### config.mk
export PLATFORM = sky130hd
export DESIGN_NAME = log_record_framer_escape_checksum_core
export DESIGN_NICKNAME = d
export VERILOG_FILES = /design/src/hdl/lrf_pkg.sv /design/src/hdl/lrf_front.sv /design/src/hdl/lrf_queue.sv /design/src/hdl/lrf_back.sv /design/src/hdl/log_record_framer_escape_checksum_core.sv
export SDC_FILE = /design/constraint.sdc
export NUM_CORES = 1
export LEC_CHECK = 0
export ABC_AREA = 1
export BUFFER_PORTS_ARGS = -buffer_cell sky130_fd_sc_hd__buf_2
export CORE_ASPECT_RATIO = 0.7
export CORE_MARGIN = 1
export CORE_UTILIZATION = 50
export DETAILED_ROUTE_END_ITERATION = 7
export PLACE_DENSITY = 0.82
export SYNTH_ARGS = -nofsm -noshare
export SYNTH_HDL_FRONTEND = slang
export SYNTH_SLANG_ARGS = --single-unit
### constraint.sdc
create_clock -name clk -period 2.2 [get_ports clk]
set_input_delay 0 -clock clk [delete_from_list [all_inputs] [get_ports clk]]
set_output_delay 0 -clock clk [all_outputs]
set_load 0.01 [all_outputs]
### src/hdl/lrf_pkg.sv
// Package for the log record framer: command codes, frame marks and the job word.
// Used by every module of the framer; depends on nothing.
package lrf_pkg;

    // Command codes of the input word.
    localparam logic [1:0] CMD_START = 2'd0;
    localparam logic [1:0] CMD_DATA  = 2'd1;
    localparam logic [1:0] CMD_END   = 2'd2;
    localparam logic [1:0] CMD_NONE  = 2'd3;

    // Frame marks.
    localparam logic [7:0] MARK_START  = 8'hEB;
    localparam logic [7:0] MARK_ESCAPE = 8'hEC;
    localparam logic [7:0] MARK_END    = 8'hEE;

    // Job queue between the front and the back.
    localparam int QUEUE_DEPTH = 2;
    localparam int QPTR_W      = $clog2(QUEUE_DEPTH);
    localparam int QCNT_W      = $clog2(QUEUE_DEPTH + 1);

    // One job holds every output word caused by one input word.
    typedef struct packed {
        logic [1:0]      count;
        logic [2:0][7:0] bytes;
    } job_t;

    // Escape lookup result.
    typedef struct packed {
        logic       hit;
        logic [7:0] code;
    } esc_t;

    // Status of the back end.
    typedef struct packed {
        logic active;
    } back_status_t;

    // Maps a reserved byte to its escape code.
    function automatic esc_t escape_lookup(input logic [7:0] b);
        esc_t e;
        e.hit = 1'b1;
        case (b)
            8'hEB:   e.code = 8'd0;
            8'hEC:   e.code = 8'd1;
            8'hEE:   e.code = 8'd2;
            8'hED:   e.code = 8'd3;
            8'h11:   e.code = 8'd4;
            8'h13:   e.code = 8'd5;
            default:
            begin
                e.hit  = 1'b0;
                e.code = 8'd0;
            end
        endcase
        return e;
    endfunction

endpackage

### src/hdl/lrf_front.sv
// Front end of the framer: keeps the running sum and turns each command into a job.
// Depends on lrf_pkg.
module lrf_front (
    input  logic        clk,
    input  logic        rst_n,
    input  logic        accept,
    input  logic [1:0]  command,
    input  logic [7:0]  value,
    output logic        push,
    output lrf_pkg::job_t job
);
    import lrf_pkg::*;

    logic [7:0] sum_reg;
    logic [7:0] sum_next;
    esc_t       esc_value;
    esc_t       esc_sum;

    assign esc_value = escape_lookup(value);
    assign esc_sum   = escape_lookup(sum_reg);

    // Build the job; an unused command pushes nothing.
    always_comb
    begin
        sum_next  = sum_reg;
        push      = 1'b0;
        job.count = 2'd1;
        job.bytes = '0;
        unique case (command)
            CMD_START:
            begin
                push         = accept;
                job.count    = 2'd2;
                job.bytes[0] = MARK_START;
                job.bytes[1] = value;
                sum_next     = value;
            end
            CMD_DATA:
            begin
                push     = accept;
                sum_next = sum_reg + value;
                if (esc_value.hit)
                begin
                    job.count    = 2'd2;
                    job.bytes[0] = MARK_ESCAPE;
                    job.bytes[1] = esc_value.code;
                end
                else
                begin
                    job.count    = 2'd1;
                    job.bytes[0] = value;
                end
            end
            CMD_END:
            begin
                push         = accept;
                job.bytes[0] = MARK_END;
                if (esc_sum.hit)
                begin
                    job.count    = 2'd3;
                    job.bytes[1] = MARK_ESCAPE;
                    job.bytes[2] = esc_sum.code;
                end
                else
                begin
                    job.count    = 2'd2;
                    job.bytes[1] = sum_reg;
                end
            end
            default:
            begin
                push = 1'b0;
            end
        endcase
    end

    // Running checksum.
    always_ff @(posedge clk or negedge rst_n)
    begin
        if (!rst_n)
        begin
            sum_reg <= '0;
        end
        else if (accept)
        begin
            sum_reg <= sum_next;
        end
    end

endmodule

### src/hdl/lrf_queue.sv
// Short job queue between the front and the back of the framer.
// Depends on lrf_pkg.
module lrf_queue (
    input  logic          clk,
    input  logic          rst_n,
    input  logic          push,
    input  lrf_pkg::job_t push_job,
    input  logic          pop,
    output lrf_pkg::job_t head_job,
    output logic          head_valid,
    output logic          full
);
    import lrf_pkg::*;

    job_t              mem_reg [QUEUE_DEPTH];
    logic [QPTR_W-1:0] wr_ptr_reg;
    logic [QPTR_W-1:0] rd_ptr_reg;
    logic [QCNT_W-1:0] count_reg;

    assign head_job   = mem_reg[rd_ptr_reg];
    assign head_valid = (count_reg != '0);
    assign full       = (count_reg == QCNT_W'(QUEUE_DEPTH));

    // Storage.
    always_ff @(posedge clk)
    begin
        if (push)
        begin
            mem_reg[wr_ptr_reg] <= push_job;
        end
    end

    // Pointers and fill count.
    always_ff @(posedge clk or negedge rst_n)
    begin
        if (!rst_n)
        begin
            wr_ptr_reg <= '0;
            rd_ptr_reg <= '0;
            count_reg  <= '0;
        end
        else
        begin
            if (push)
            begin
                wr_ptr_reg <= (wr_ptr_reg == QPTR_W'(QUEUE_DEPTH - 1)) ? '0 : wr_ptr_reg + 1'b1;
            end
            if (pop)
            begin
                rd_ptr_reg <= (rd_ptr_reg == QPTR_W'(QUEUE_DEPTH - 1)) ? '0 : rd_ptr_reg + 1'b1;
            end
            if (push && !pop)
            begin
                count_reg <= count_reg + 1'b1;
            end
            else if (pop && !push)
            begin
                count_reg <= count_reg - 1'b1;
            end
        end
    end

endmodule

### src/hdl/lrf_back.sv
// Back end of the framer: serializes queued jobs into output words.
// Depends on lrf_pkg.
module lrf_back (
    input  logic                 clk,
    input  logic                 rst_n,
    input  lrf_pkg::job_t        head_job,
    input  logic                 head_valid,
    output logic                 pop,
    output logic                 out_valid,
    input  logic                 out_ready,
    output logic [7:0]           out_byte,
    output logic                 last,
    output lrf_pkg::back_status_t status
);
    import lrf_pkg::*;

    job_t       cur_reg;
    job_t       cur_next;
    logic [1:0] idx_reg;
    logic [1:0] idx_next;
    logic       active_reg;
    logic       active_next;
    logic       valid_reg;
    logic       valid_next;
    logic [7:0] byte_reg;
    logic [7:0] byte_next;
    logic       last_reg;
    logic       last_next;
    logic       load;

    assign out_valid     = valid_reg;
    assign out_byte      = byte_reg;
    assign last          = last_reg;
    assign status.active = active_reg;

    // Pick the next word: rest of the current job first, then the queue head.
    always_comb
    begin
        load        = (!valid_reg || out_ready) && (active_reg || head_valid);
        pop         = 1'b0;
        cur_next    = cur_reg;
        idx_next    = idx_reg;
        active_next = active_reg;
        byte_next   = byte_reg;
        last_next   = last_reg;
        valid_next  = valid_reg && !out_ready;
        if (load)
        begin
            valid_next = 1'b1;
            if (active_reg)
            begin
                byte_next = cur_reg.bytes[idx_reg];
                last_next = (idx_reg == cur_reg.count - 2'd1);
                idx_next  = idx_reg + 2'd1;
                if (idx_reg == cur_reg.count - 2'd1)
                begin
                    active_next = 1'b0;
                end
            end
            else
            begin
                pop       = 1'b1;
                byte_next = head_job.bytes[0];
                last_next = (head_job.count == 2'd1);
                cur_next  = head_job;
                idx_next  = 2'd1;
                active_next = (head_job.count != 2'd1);
            end
        end
    end

    // Control registers.
    always_ff @(posedge clk or negedge rst_n)
    begin
        if (!rst_n)
        begin
            valid_reg  <= 1'b0;
            active_reg <= 1'b0;
            idx_reg    <= '0;
        end
        else
        begin
            valid_reg  <= valid_next;
            active_reg <= active_next;
            idx_reg    <= idx_next;
        end
    end

    // Payload registers.
    always_ff @(posedge clk)
    begin
        cur_reg  <= cur_next;
        byte_reg <= byte_next;
        last_reg <= last_next;
    end

endmodule

### src/hdl/log_record_framer_escape_checksum_core.sv
// Top level of the log record framer with byte stuffing and additive checksum.
// Depends on lrf_pkg, lrf_front, lrf_queue and lrf_back.
//
//   Channel  Handshake               Payload
//   input    in_valid / in_ready     command[1:0], value[7:0]
//   output   out_valid / out_ready   out_byte[7:0], last
//
// Each command other than CMD_NONE yields one to three output words, one per cycle
// while out_ready is high, so the output port sets the rate.
// The front accepts a command in any cycle in which the two-entry job queue
// has room; its first word passes through the queue and then the output register.
// Reset clears the running sum, the queue and the output register.
// Output stalls back up through the queue to in_ready without losing words.
module log_record_framer_escape_checksum_core (
    input  logic       clk,
    input  logic       rst_n,
    input  logic       in_valid,
    output logic       in_ready,
    input  logic [1:0] command,
    input  logic [7:0] value,
    output logic       out_valid,
    input  logic       out_ready,
    output logic [7:0] out_byte,
    output logic       last
);
    import lrf_pkg::*;

    logic         accept;
    logic         push;
    job_t         push_job;
    job_t         head_job;
    logic         head_valid;
    logic         q_full;
    logic         pop;
    back_status_t back_status;

    assign in_ready = !q_full;
    assign accept   = in_valid && in_ready;

    lrf_front u_front (
        .clk     (clk),
        .rst_n   (rst_n),
        .accept  (accept),
        .command (command),
        .value   (value),
        .push    (push),
        .job     (push_job)
    );

    lrf_queue u_queue (
        .clk        (clk),
        .rst_n      (rst_n),
        .push       (push),
        .push_job   (push_job),
        .pop        (pop),
        .head_job   (head_job),
        .head_valid (head_valid),
        .full       (q_full)
    );

    lrf_back u_back (
        .clk        (clk),
        .rst_n      (rst_n),
        .head_job   (head_job),
        .head_valid (head_valid),
        .pop        (pop),
        .out_valid  (out_valid),
        .out_ready  (out_ready),
        .out_byte   (out_byte),
        .last       (last),
        .status     (back_status)
    );

    // The back never pops an empty queue.
    a_pop_nonempty: assert property (@(posedge clk) disable iff (!rst_n)
        pop |-> head_valid)
        else $error("pop from empty job queue");

    // The front never pushes into a full queue.
    a_push_room: assert property (@(posedge clk) disable iff (!rst_n)
        push |-> !q_full)
        else $error("push into full job queue");

    // A job in progress always has its previous word on the output.
    a_active_valid: assert property (@(posedge clk) disable iff (!rst_n)
        back_status.active |-> out_valid)
        else $error("job in progress without a pending output word");

    // A pending job word is not marked last.
    a_active_not_last: assert property (@(posedge clk) disable iff (!rst_n)
        back_status.active |-> !last)
        else $error("last marked before the job is complete");

endmodule
==> impl_metrics.env, run 1 <==
export IMPL_path_class="flop to flop"
export IMPL_max_freq_ghz=0.532
export IMPL_tightest_slew_ps=536
export IMPL_cts_resized=0
export IMPL_synth_mux_area_share_pct=0
export IMPL_cts_root_buf="clkbuf_16"
export IMPL_maxSlewViolCount=0
export IMPL_p_per_area_nw_per_um2=1290
export IMPL_power_leakage_uw=0.00203
export IMPL_outcome="complete, but fails checks"
export IMPL_hold_viol=0
export IMPL_crit_end="u_queue.count_reg[1]"
export IMPL_placed_area_um2=4410
export IMPL_rr_startpoint="u_back.status"
export IMPL_clockBufferDepth=2
export IMPL_synth_top_area_share_pct=51.9
export IMPL_arrival_ps=2110
export IMPL_drt_wl_total_mm=8.47
export IMPL_dieHeight_um=78.3
export IMPL_async_reset_ff_share_pct=18.2
export IMPL_skew_ps=5.88
export IMPL_hold_buffers=2
export IMPL_swShare_pct=36.4
export IMPL_regToRegEndpoint="u_queue.count_reg[1]"
export IMPL_drc=4
export IMPL_synth_cell_type_count=34
export IMPL_cp_required_ps=2430
export IMPL_yosys_warnings=0
export IMPL_path_buf_inv=0
export IMPL_start_util_pct=52.2
export IMPL_ys_flop_type="edfxtp_1"
export IMPL_cts_made_buffers=9
export IMPL_whs_path_depth=3
export IMPL_core_um2=7970
export IMPL_fill_cells=674
export IMPL_critPathSlowestCell="dfrtp_1"
export IMPL_slowest_delay_ps=450
export IMPL_grt_first_pass_wirelength_mm=14.1
export IMPL_clk_pin_slew_ps=60
export IMPL_cp_max_fo=15
export IMPL_grt_pass1_vias=2886
export IMPL_violations="design-rule violations"
export IMPL_synthTopCellsByArea="edfxtp_1 (52%), nand2_1 (12%), dfrtp_1 (9.6%)"
export IMPL_reg2reg_depth=7
export IMPL_syn_cell_area_um2=4160
export IMPL_antenna_found_initial=0
export IMPL_path_depth=7
export IMPL_synth_top_cells_by_count="nand2_1 (133), edfxtp_1 (72), inv_1 (34)"
export IMPL_first_pass_iters=6
export IMPL_ys_ff_latch=88
export IMPL_netSwitchingPower_uw=2220
export IMPL_internal_power_uw=3870
export IMPL_ir_worst_vdd_uv=569
export IMPL_drv_cap=0
export IMPL_drt_iter0_markers=269
export IMPL_largest_reg_flops=42
export IMPL_dpl_cell_count=537
export IMPL_grt_usage_pct=21.4
export IMPL_worst_slack_ps=320
export IMPL_synth_area_per_cell_um2=10.1
export IMPL_wl_per_cell_um=15.3
export IMPL_gp_congestion=0.906
export IMPL_finalPower_uw=6090
export IMPL_synthCells=414
export IMPL_dp_hpwl_mm=6.18
export IMPL_path_cells="nor3_2 > a21oi_4 > nand2_2 > ha_1 > a21oi_1 > o21ai_0 > xnor2_1"
export IMPL_cts_tree="built"
export IMPL_cp_startpoint="u_back.status"
export IMPL_dieArea_um2=8700
export IMPL_pre_cts_ws_ps=337
export IMPL_r2r_slack_ps=320
export IMPL_comb_power_share_pct=31.3
export IMPL_viasPerCell=5.35
export IMPL_portBuffers=24
export IMPL_synth_nets=437
export IMPL_start_kind="flop"
export IMPL_yosysTopAreaCell="edfxtp_1"
export IMPL_final_area_um2=4720
export IMPL_clock_sinks=88
export IMPL_num_antenna_cells=0
export IMPL_p_clk_share_pct=24.0
export IMPL_end_kind="flop"
export IMPL_cts_max_level=3
export IMPL_slew_headroom_pct=64.1
export IMPL_synth_edf_count=72
export IMPL_synth_yosys_seq_area_share_pct=61.6
export IMPL_drive_gt1_share_pct=14.5
export IMPL_grt_max_degree=22
export IMPL_seq_power_share_pct=44.7
export IMPL_grt_overflow=0
export IMPL_min_period_over_period_pct=85.5
export IMPL_cts_setup_buffers=0
export IMPL_fin_crit_ps=1880
export IMPL_synthAdderAreaFrac_pct=2.89
export IMPL_die_width_um=111
export IMPL_synth_most_common_cell="nand2_1"
export IMPL_fp_row_count=27
export IMPL_vias=2967
export IMPL_area_growth_pct=13.4
export IMPL_fin_nets=472
export IMPL_path_delay_family="compound AO/OA/AOI/OAI gates"
export IMPL_synthSimpleGateAreaFrac_pct=21.2
export IMPL_min_path_type="primary input to flop"
export IMPL_clkLatencyLatePin_ps=340
export IMPL_synth_xor_area_share_pct=1.89
export IMPL_stdcell_count=555
export IMPL_pin_count=25
export IMPL_ant_nets=0
export IMPL_setup_viol=0
export IMPL_rsz0062_at_grt="no"
export IMPL_synth_compound_area_share_pct=8.06
export IMPL_synth_top_family_by_area="simple AND/OR/NAND/NOR gates"
## through the flow
step                      TNS (ps)  hold WS (ps)  utilization, %
after global placement           0         -52.6            55.4
after CTS                        0          14.6            59.2
after floorplan              -35.4          -296               -
after detailed placement         0         -39.1            55.4
final                            0          21.8            59.2
after global routing             0          57.8            59.2
## power groups by stage
stage	sequential (uW)	combinational [uW]	clock (uW)
3_3_place_gp	2730	1830	0
6_report	2720	1910	1460
5_1_grt	2770	2170	1550
4_1_cts	2720	1910	1490
3_5_place_dp	2750	1890	0
2_1_floorplan	2720	1340	0
## worst min path at each step
stage	startpoint	endpoint
after global routing	value[1]	u_front.sum_reg[1]
after CTS	value[1]	u_front.sum_reg[1]
final	value[1]	u_front.sum_reg[1]
after floorplan	rst_n	u_back.idx_reg[0]
after global placement	rst_n	u_back.idx_reg[1]
after detailed placement	rst_n	u_back.out_valid
## cell usage in the layout, fill, tap and decap left out, types with 2 or more instances in the layout
| master | count |
|---|---|
| ha_1 | 8 |
| a211oi_1 | 2 |
| nand4_1 | 7 |
| nand3_1 | 19 |
| dlygate4sd3_1 | 2 |
| nor2_2 | 2 |
| o21ai_1 | 12 |
| nand2_1 | 133 |
| a21oi_1 | 13 |
| xnor2_1 | 4 |
| nand2_2 | 4 |
| buf_2 | 24 |
| inv_2 | 6 |
| inv_8 | 2 |
| inv_6 | 3 |
| dfrtp_1 | 16 |
| nor2_1 | 25 |
| xor2_1 | 5 |
| clkbuf_16 | 9 |
| buf_4 | 5 |
| edfxtp_1 | 72 |
| inv_1 | 34 |
| o211ai_1 | 5 |
| nor3_2 | 3 |
| o21ai_0 | 24 |
## per-layer routing
| layer | up-vias | global-route usage, % | wire length, um |
|---|---|---|---|
| li1 | 1474 | - | - |
| met1 | 1372 | 27.2 | 3860 |
| met2 | 103 | 35.3 | 3920 |
| met3 | 18 | 5.25 | 526 |
| met4 | 0 | 9.46 | 164 |
| met5 | - | 0 | 0 |
## cell families after synthesis
| group | after synthesis |
|---|---|
| AOI/OAI and AO/OA | 60 |
| adders and majority gates | 9 |
| buffers and inverters | 47 |
| and+or+nand+nor | 201 |
| DFF | 88 |
| xor gates and xnor gates | 9 |
## worst min-delay path, delay by kind of cell
| kind | cells | cell delay [ps] |
|---|---|---|
| compound gates | 2 | 180 |
| buf+inv | 1 | 150 |
## area by class of cell
class	instances	area, um^2	share of cell area [%]
Clock inverter	7	62.6	1.32
Timing Repair Buffer	31	178	3.76
Tap cell	101	126	2.68
Inverter	40	150	3.18
Multi-Input combinational cell	279	1420	30.0
Clock buffer	9	225	4.77
Sequential cell	88	2560	54.3
Note: power is estimated with default switching activity, not from simulation.
==> inputs of run 2 (changes only) <==
Settings changed: GPL_TIMING_DRIVEN set to 0, PLACE_DENSITY 0.82 to 0.7.
==> run 2 against run 1 <==
The flow still finishes with violations (design-rule violations). Sequential cell count unchanged. Non-clock buffer count up 7. Clock skew up 1.9 ps. Register-to-register slack worse by 70 ps. Largest power group unchanged.
==> impl_metrics.env, run 2 (synthesized netlist as in run 1, its figures left out) <==
export IMPL_swShare_pct=34.9
export IMPL_drv_cap=0
export IMPL_grt_max_degree=22
export IMPL_path_class="flop to flop"
export IMPL_hold_viol=0
export IMPL_tightest_slew_ps=562
export IMPL_cts_max_level=3
export IMPL_die_width_um=111
export IMPL_final_cell_mix="nand2_1 (133), edfxtp_1 (72), inv_1 (33)"
export IMPL_antenna_found_initial=0
export IMPL_grt_pass1_vias=2836
export IMPL_core_um2=7970
export IMPL_outcome="complete, but fails checks"
export IMPL_clock_sinks=88
export IMPL_area_growth_pct=16.4
export IMPL_fill_cells=674
export IMPL_largest_reg_flops=42
export IMPL_clkLatencyLatePin_ps=330
export IMPL_fin_nets=479
export IMPL_cp_required_ps=2240
export IMPL_cts_made_buffers=9
export IMPL_ir_worst_vdd_uv=543
export IMPL_path_buf_inv=3
export IMPL_use_met1_pct=29.0
export IMPL_fin_crit_ps=1950
export IMPL_cp_startpoint="u_queue.count_reg[0]"
export IMPL_top_usage_layer="met2"
export IMPL_cts_root_buf="clkbuf_16"
export IMPL_viasPerCell=5.29
export IMPL_r2r_slack_ps=250
export IMPL_p_per_area_nw_per_um2=1320
export IMPL_gp_congestion=0.912
export IMPL_violations="design-rule violations"
export IMPL_reg2reg_depth=7
export IMPL_netSwitchingPower_uw=2230
export IMPL_final_area_um2=4850
export IMPL_seq_power_share_pct=42.6
export IMPL_final_common_cell="nand2_1"
export IMPL_rsz0062_at_grt="no"
export IMPL_cp_max_fo=16
export IMPL_fp_row_count=27
export IMPL_min_period_over_period_pct=88.5
export IMPL_cts_tree="built"
export IMPL_maxSlewViolCount=0
export IMPL_power_leakage_uw=0.00207
export IMPL_drt_wl_total_mm=8.54
export IMPL_clockBufferDepth=2
export IMPL_p_clk_share_pct=25.7
export IMPL_wl_per_cell_um=15.2
export IMPL_grt_first_pass_wirelength_mm=14.2
export IMPL_slowest_delay_ps=400
export IMPL_min_path_type="primary input to flop"
export IMPL_start_kind="flop"
export IMPL_comb_power_share_pct=31.7
export IMPL_slew_headroom_pct=62.4
export IMPL_path_delay_family="simple AND/OR/NAND/NOR gates"
export IMPL_ff_latch_area_um2=2560
export IMPL_crit_end="u_queue.mem_reg[0][13]"
export IMPL_arrival_ps=1990
export IMPL_rr_startpoint="u_queue.count_reg[0]"
export IMPL_setup_viol=0
export IMPL_regToRegEndpoint="u_queue.mem_reg[0][13]"
export IMPL_pre_cts_ws_ps=-5.00
export IMPL_max_freq_ghz=0.514
export IMPL_path_cells="inv_1 > nand2_1 > nand2_1 > nor2_1 > inv_1 > nor2_2 > buf_16"
export IMPL_use_met3_pct=5.25
export IMPL_dieArea_um2=8700
export IMPL_grt_use_met2_pct=35.0
export IMPL_path_depth=7
export IMPL_end_kind="flop"
export IMPL_critPathSlowestCell="dfrtp_1"
export IMPL_grt_overflow=0
export IMPL_drc=4
export IMPL_num_antenna_cells=0
export IMPL_vias=2973
export IMPL_portBuffers=24
export IMPL_clk_pin_slew_ps=70
export IMPL_start_util_pct=52.2
export IMPL_ant_nets=0
export IMPL_internal_power_uw=4160
export IMPL_worst_slack_ps=254
export IMPL_dieHeight_um=78.3
export IMPL_drt_iter0_markers=224
export IMPL_placed_area_um2=4470
export IMPL_first_pass_iters=6
export IMPL_drive_gt1_share_pct=16.1
export IMPL_skew_ps=7.74
export IMPL_grt_usage_pct=21.6
export IMPL_pin_count=25
export IMPL_dp_hpwl_mm=6.07
export IMPL_multiInputGateArea_um2=1420
## run 2: cell types whose count changed in the layout (fill, tap and decap cells not counted)
cell | previous run | this run
buf_16 | 0 | 2
nor2_1 | 25 | 23
clkbuf_1 | 0 | 2
bufinv_16 | 0 | 2
nor2_2 | 2 | 4
buf_2 | 24 | 29
clkinvlp_4 | 0 | 2
buf_4 | 5 | 3
inv_6 | 3 | 1
inv_1 | 34 | 33
inv_8 | 2 | 0
clkinv_8 | 0 | 1
## run 2: metrics by stage
| stage | cells | total power (uW) | hold slack (ps) | utilization (%) | TNS [ps] |
|---|---|---|---|---|---|
| 6_report | 562 | 6390 | 41.1 | 60.8 | 0 |
| 4_1_cts | 559 | 6400 | 35.6 | 60.5 | 0 |
| 3_5_place_dp | 541 | 4730 | -42.7 | 56.1 | -85.8 |
| 2_1_floorplan | 414 | 4060 | -296 | - | -35.4 |
| 5_1_grt | 562 | 6800 | 48.6 | 60.8 | 0 |
| 3_3_place_gp | 539 | 4590 | -51.1 | 55.3 | -22920 |
## run 2: power groups by stage
stage | registers, uW | clock network (uW) | logic, uW
2_1_floorplan | 2720 | 0 | 1340
6_report | 2720 | 1640 | 2020
5_1_grt | 2770 | 1730 | 2290
3_5_place_dp | 2750 | 0 | 1980
4_1_cts | 2720 | 1670 | 2010
3_3_place_gp | 2740 | 0 | 1850
## run 2: layer usage
layer  share of wire (%)  wire length, um
met5                   0                0
met4                 2.0              168
met3                 5.2              442
met2                  47             3990
met1                  46             3940
## run 2: cell type report
type	instances	area share, %
tap	101	2.61
clock inverter	7	2.19
multi-input combinational	279	29.3
sequential	88	52.9
timing repair buffer	31	4.49
clock buffer	9	4.65
inverter	40	3.18
buffer	7	0.671
## run 2: worst min path at each step
stage | from | endpoint | slack (ps) | cells past startpoint
6_report | command[0] | u_queue.mem_reg[1][1] | 40 | 2
5_1_grt | command[0] | u_queue.mem_reg[1][1] | 50 | 2
4_1_cts | command[0] | u_queue.mem_reg[1][1] | 40 | 2
3_5_place_dp | rst_n | u_back.out_valid | -40 | 1
3_3_place_gp | rst_n | u_back.out_valid | -50 | 1
2_1_floorplan | rst_n | u_back.idx_reg[0] | -300 | 0
## run 2: timing repair
action | 4_1_cts | 5_1_grt
setup endpoints to repair | 21 | 1
resized for setup | 1 | 0
hold buffers | 2 | 0
pin swaps | 0 | 0
endpoints found under the hold margin | 17 | 0
buffers inserted | 0 | 3
==> inputs of run 3 (changes only) <==
Settings changed: MAX_ROUTING_LAYER set to met4, SETUP_SLACK_MARGIN set to 0.5, TNS_END_PERCENT set to 50.
==> run 3 against run 2 <==
The run still ends with design-rule violations left. Largest power group unchanged. Global-route usage grew 2.0 points. Cell count grew 1.8%. Via count grew 3.3%. Sequential cell count is the same. Clock skew shrank 2.8 ps.
==> impl_metrics.env, run 3 (synthesized netlist as in run 1, its figures left out) <==
export IMPL_r2r_slack_ps=560
export IMPL_skew_ps=4.94
export IMPL_grt_usage_pct=23.6
export IMPL_viasPerCell=5.37
export IMPL_dieArea_um2=8700
export IMPL_slew_headroom_pct=62.6
export IMPL_maxSlewViolCount=0
export IMPL_gp_congestion=0.905
export IMPL_setup_viol=0
export IMPL_rsz0062_at_grt="yes"
export IMPL_largest_reg_flops=42
export IMPL_fin_nets=489
export IMPL_drive_gt1_share_pct=20.8
export IMPL_cts_made_buffers=9
export IMPL_wl_per_cell_um=16.3
export IMPL_vias=3071
export IMPL_arrival_ps=1870
export IMPL_tightest_slew_ps=558
export IMPL_clockBufferDepth=2
export IMPL_drc=4
export IMPL_cp_max_fo=2
export IMPL_grt_max_degree=22
export IMPL_crit_top_cell="nand2_1"
export IMPL_grt_first_pass_wirelength_mm=15.0
export IMPL_path_class="flop to flop"
export IMPL_slowest_delay_ps=370
export IMPL_placed_area_um2=4410
export IMPL_violations="design-rule violations"
export IMPL_final_common_cell="nand2_1"
export IMPL_final_area_um2=5000
export IMPL_pin_count=25
export IMPL_path_cells="ha_1 > inv_1 > fa_2 > o21ai_2 > nand2_1 > nand3_1 > nand2_1 > o21ai_0 > nand2_1"
export IMPL_num_antenna_cells=0
export IMPL_post_route_util_pct=62.7
export IMPL_dpl_cell_count=539
export IMPL_outcome="complete, but fails checks"
export IMPL_core_um2=7970
export IMPL_ir_worst_vdd_uv=607
export IMPL_min_period_over_period_pct=74.8
export IMPL_dp_hpwl_mm=6.22
export IMPL_start_util_pct=52.2
export IMPL_max_freq_ghz=0.608
export IMPL_grt_overflow=0
export IMPL_cts_tree="built"
export IMPL_critPathSlowestCell="dfrtp_1"
export IMPL_p_per_area_nw_per_um2=1330
export IMPL_clock_sinks=88
export IMPL_area_growth_pct=20.1
export IMPL_end_kind="flop"
export IMPL_final_cell_mix="nand2_1 (131), edfxtp_1 (72), inv_1 (31)"
export IMPL_fin_crit_ps=1640
export IMPL_ant_nets=0
export IMPL_first_pass_iters=7
export IMPL_stdcell_count=572
export IMPL_drt_wl_total_mm=9.34
export IMPL_fp_row_count=27
export IMPL_start_kind="flop"
export IMPL_portBuffers=24
export IMPL_drv_cap=0
export IMPL_min_path_type="primary input to flop"
export IMPL_clk_pin_slew_ps=60
export IMPL_antenna_found_initial=0
export IMPL_dieHeight_um=78.3
export IMPL_power_leakage_uw=0.00211
export IMPL_drt_iter0_markers=287
export IMPL_die_width_um=111
export IMPL_cts_max_level=3
export IMPL_grt_pass1_vias=2913
export IMPL_hold_viol=0
export IMPL_cts_root_buf="clkbuf_16"
export IMPL_cp_required_ps=2420
export IMPL_clkLatencyLatePin_ps=340
run 3: report_power, final:
part           leakage (uW)  switching [uW]  internal, uW
clock network      0.000153             609          1030
registers          0.000858             304          2450
logic               0.00109            1450           831
run 3: per-layer routing:
layer / global-route usage, % / up-vias / wire (um) / share of wire (%)
met3: 4.94 / 12 / 601 / 6.4
met1: 31.6 / 1443 / 4290 / 46
met5: - / - / 0 / 0
met2: 37.0 / 113 / 4330 / 46
li1: - / 1503 / - / -
met4: 6.89 / 0 / 113 / 1.2
run 3: final timing paths:
kind,cells past startpoint,to,startpoint
hold / removal,2,u_queue.mem_reg[1][1],command[0]
max in group asynchronous,2,u_front.sum_reg[1],rst_n
hold reg to reg,1,u_queue.count_reg[0],u_queue.count_reg[0]
min in group asynchronous,2,u_queue.count_reg[1],rst_n
setup / recovery,9,u_front.sum_reg[6],u_front.sum_reg[0]
setup reg to reg,9,u_front.sum_reg[6],u_front.sum_reg[0]
run 3: stage by stage:
stage               power, uW  setup TNS [ps]  hold slack (ps)  setup slack, ps
floorplan                4060               0             -296              322
global placement         4610           -2560            -49.0            -63.5
detailed placement       4700           -4010            -43.2             -104
CTS                      6540               0             35.2              378
global route             7080               0             57.0              430
finish                   6670               0             45.1              555
run 3: repair_timing:
item	CTS	global route
hold endpoints to repair	17	0
pin swaps	4	2
endpoints found under the setup margin	67	86
hold buffers	2	0
gates resized for setup	8	20
buffers inserted	11	1
gates cloned	2	1
run 3: layout make-up:
cell class,count,area (um^2)
Fill cell,651,2970
Sequential cell,88,2570
Multi-Input combinational cell,281,1530
Timing Repair Buffer,38,255
Clock buffer,12,246
Inverter,40,154
Tap cell,101,126
Clock inverter,4,76.3
Buffer,7,38.8
Timing Repair inverter,1,7.51
run 3: worst max-delay path: cells and delay by family, from the launching register on:
kind / cells / cell delay (ps)
flip-flops: 1 / 370
AND/OR/NAND/NOR: 4 / 260
AO/OA/AOI/OAI: 2 / 310
adder cells (fa/ha/maj): 2 / 530
buffers and inverters: 1 / 50
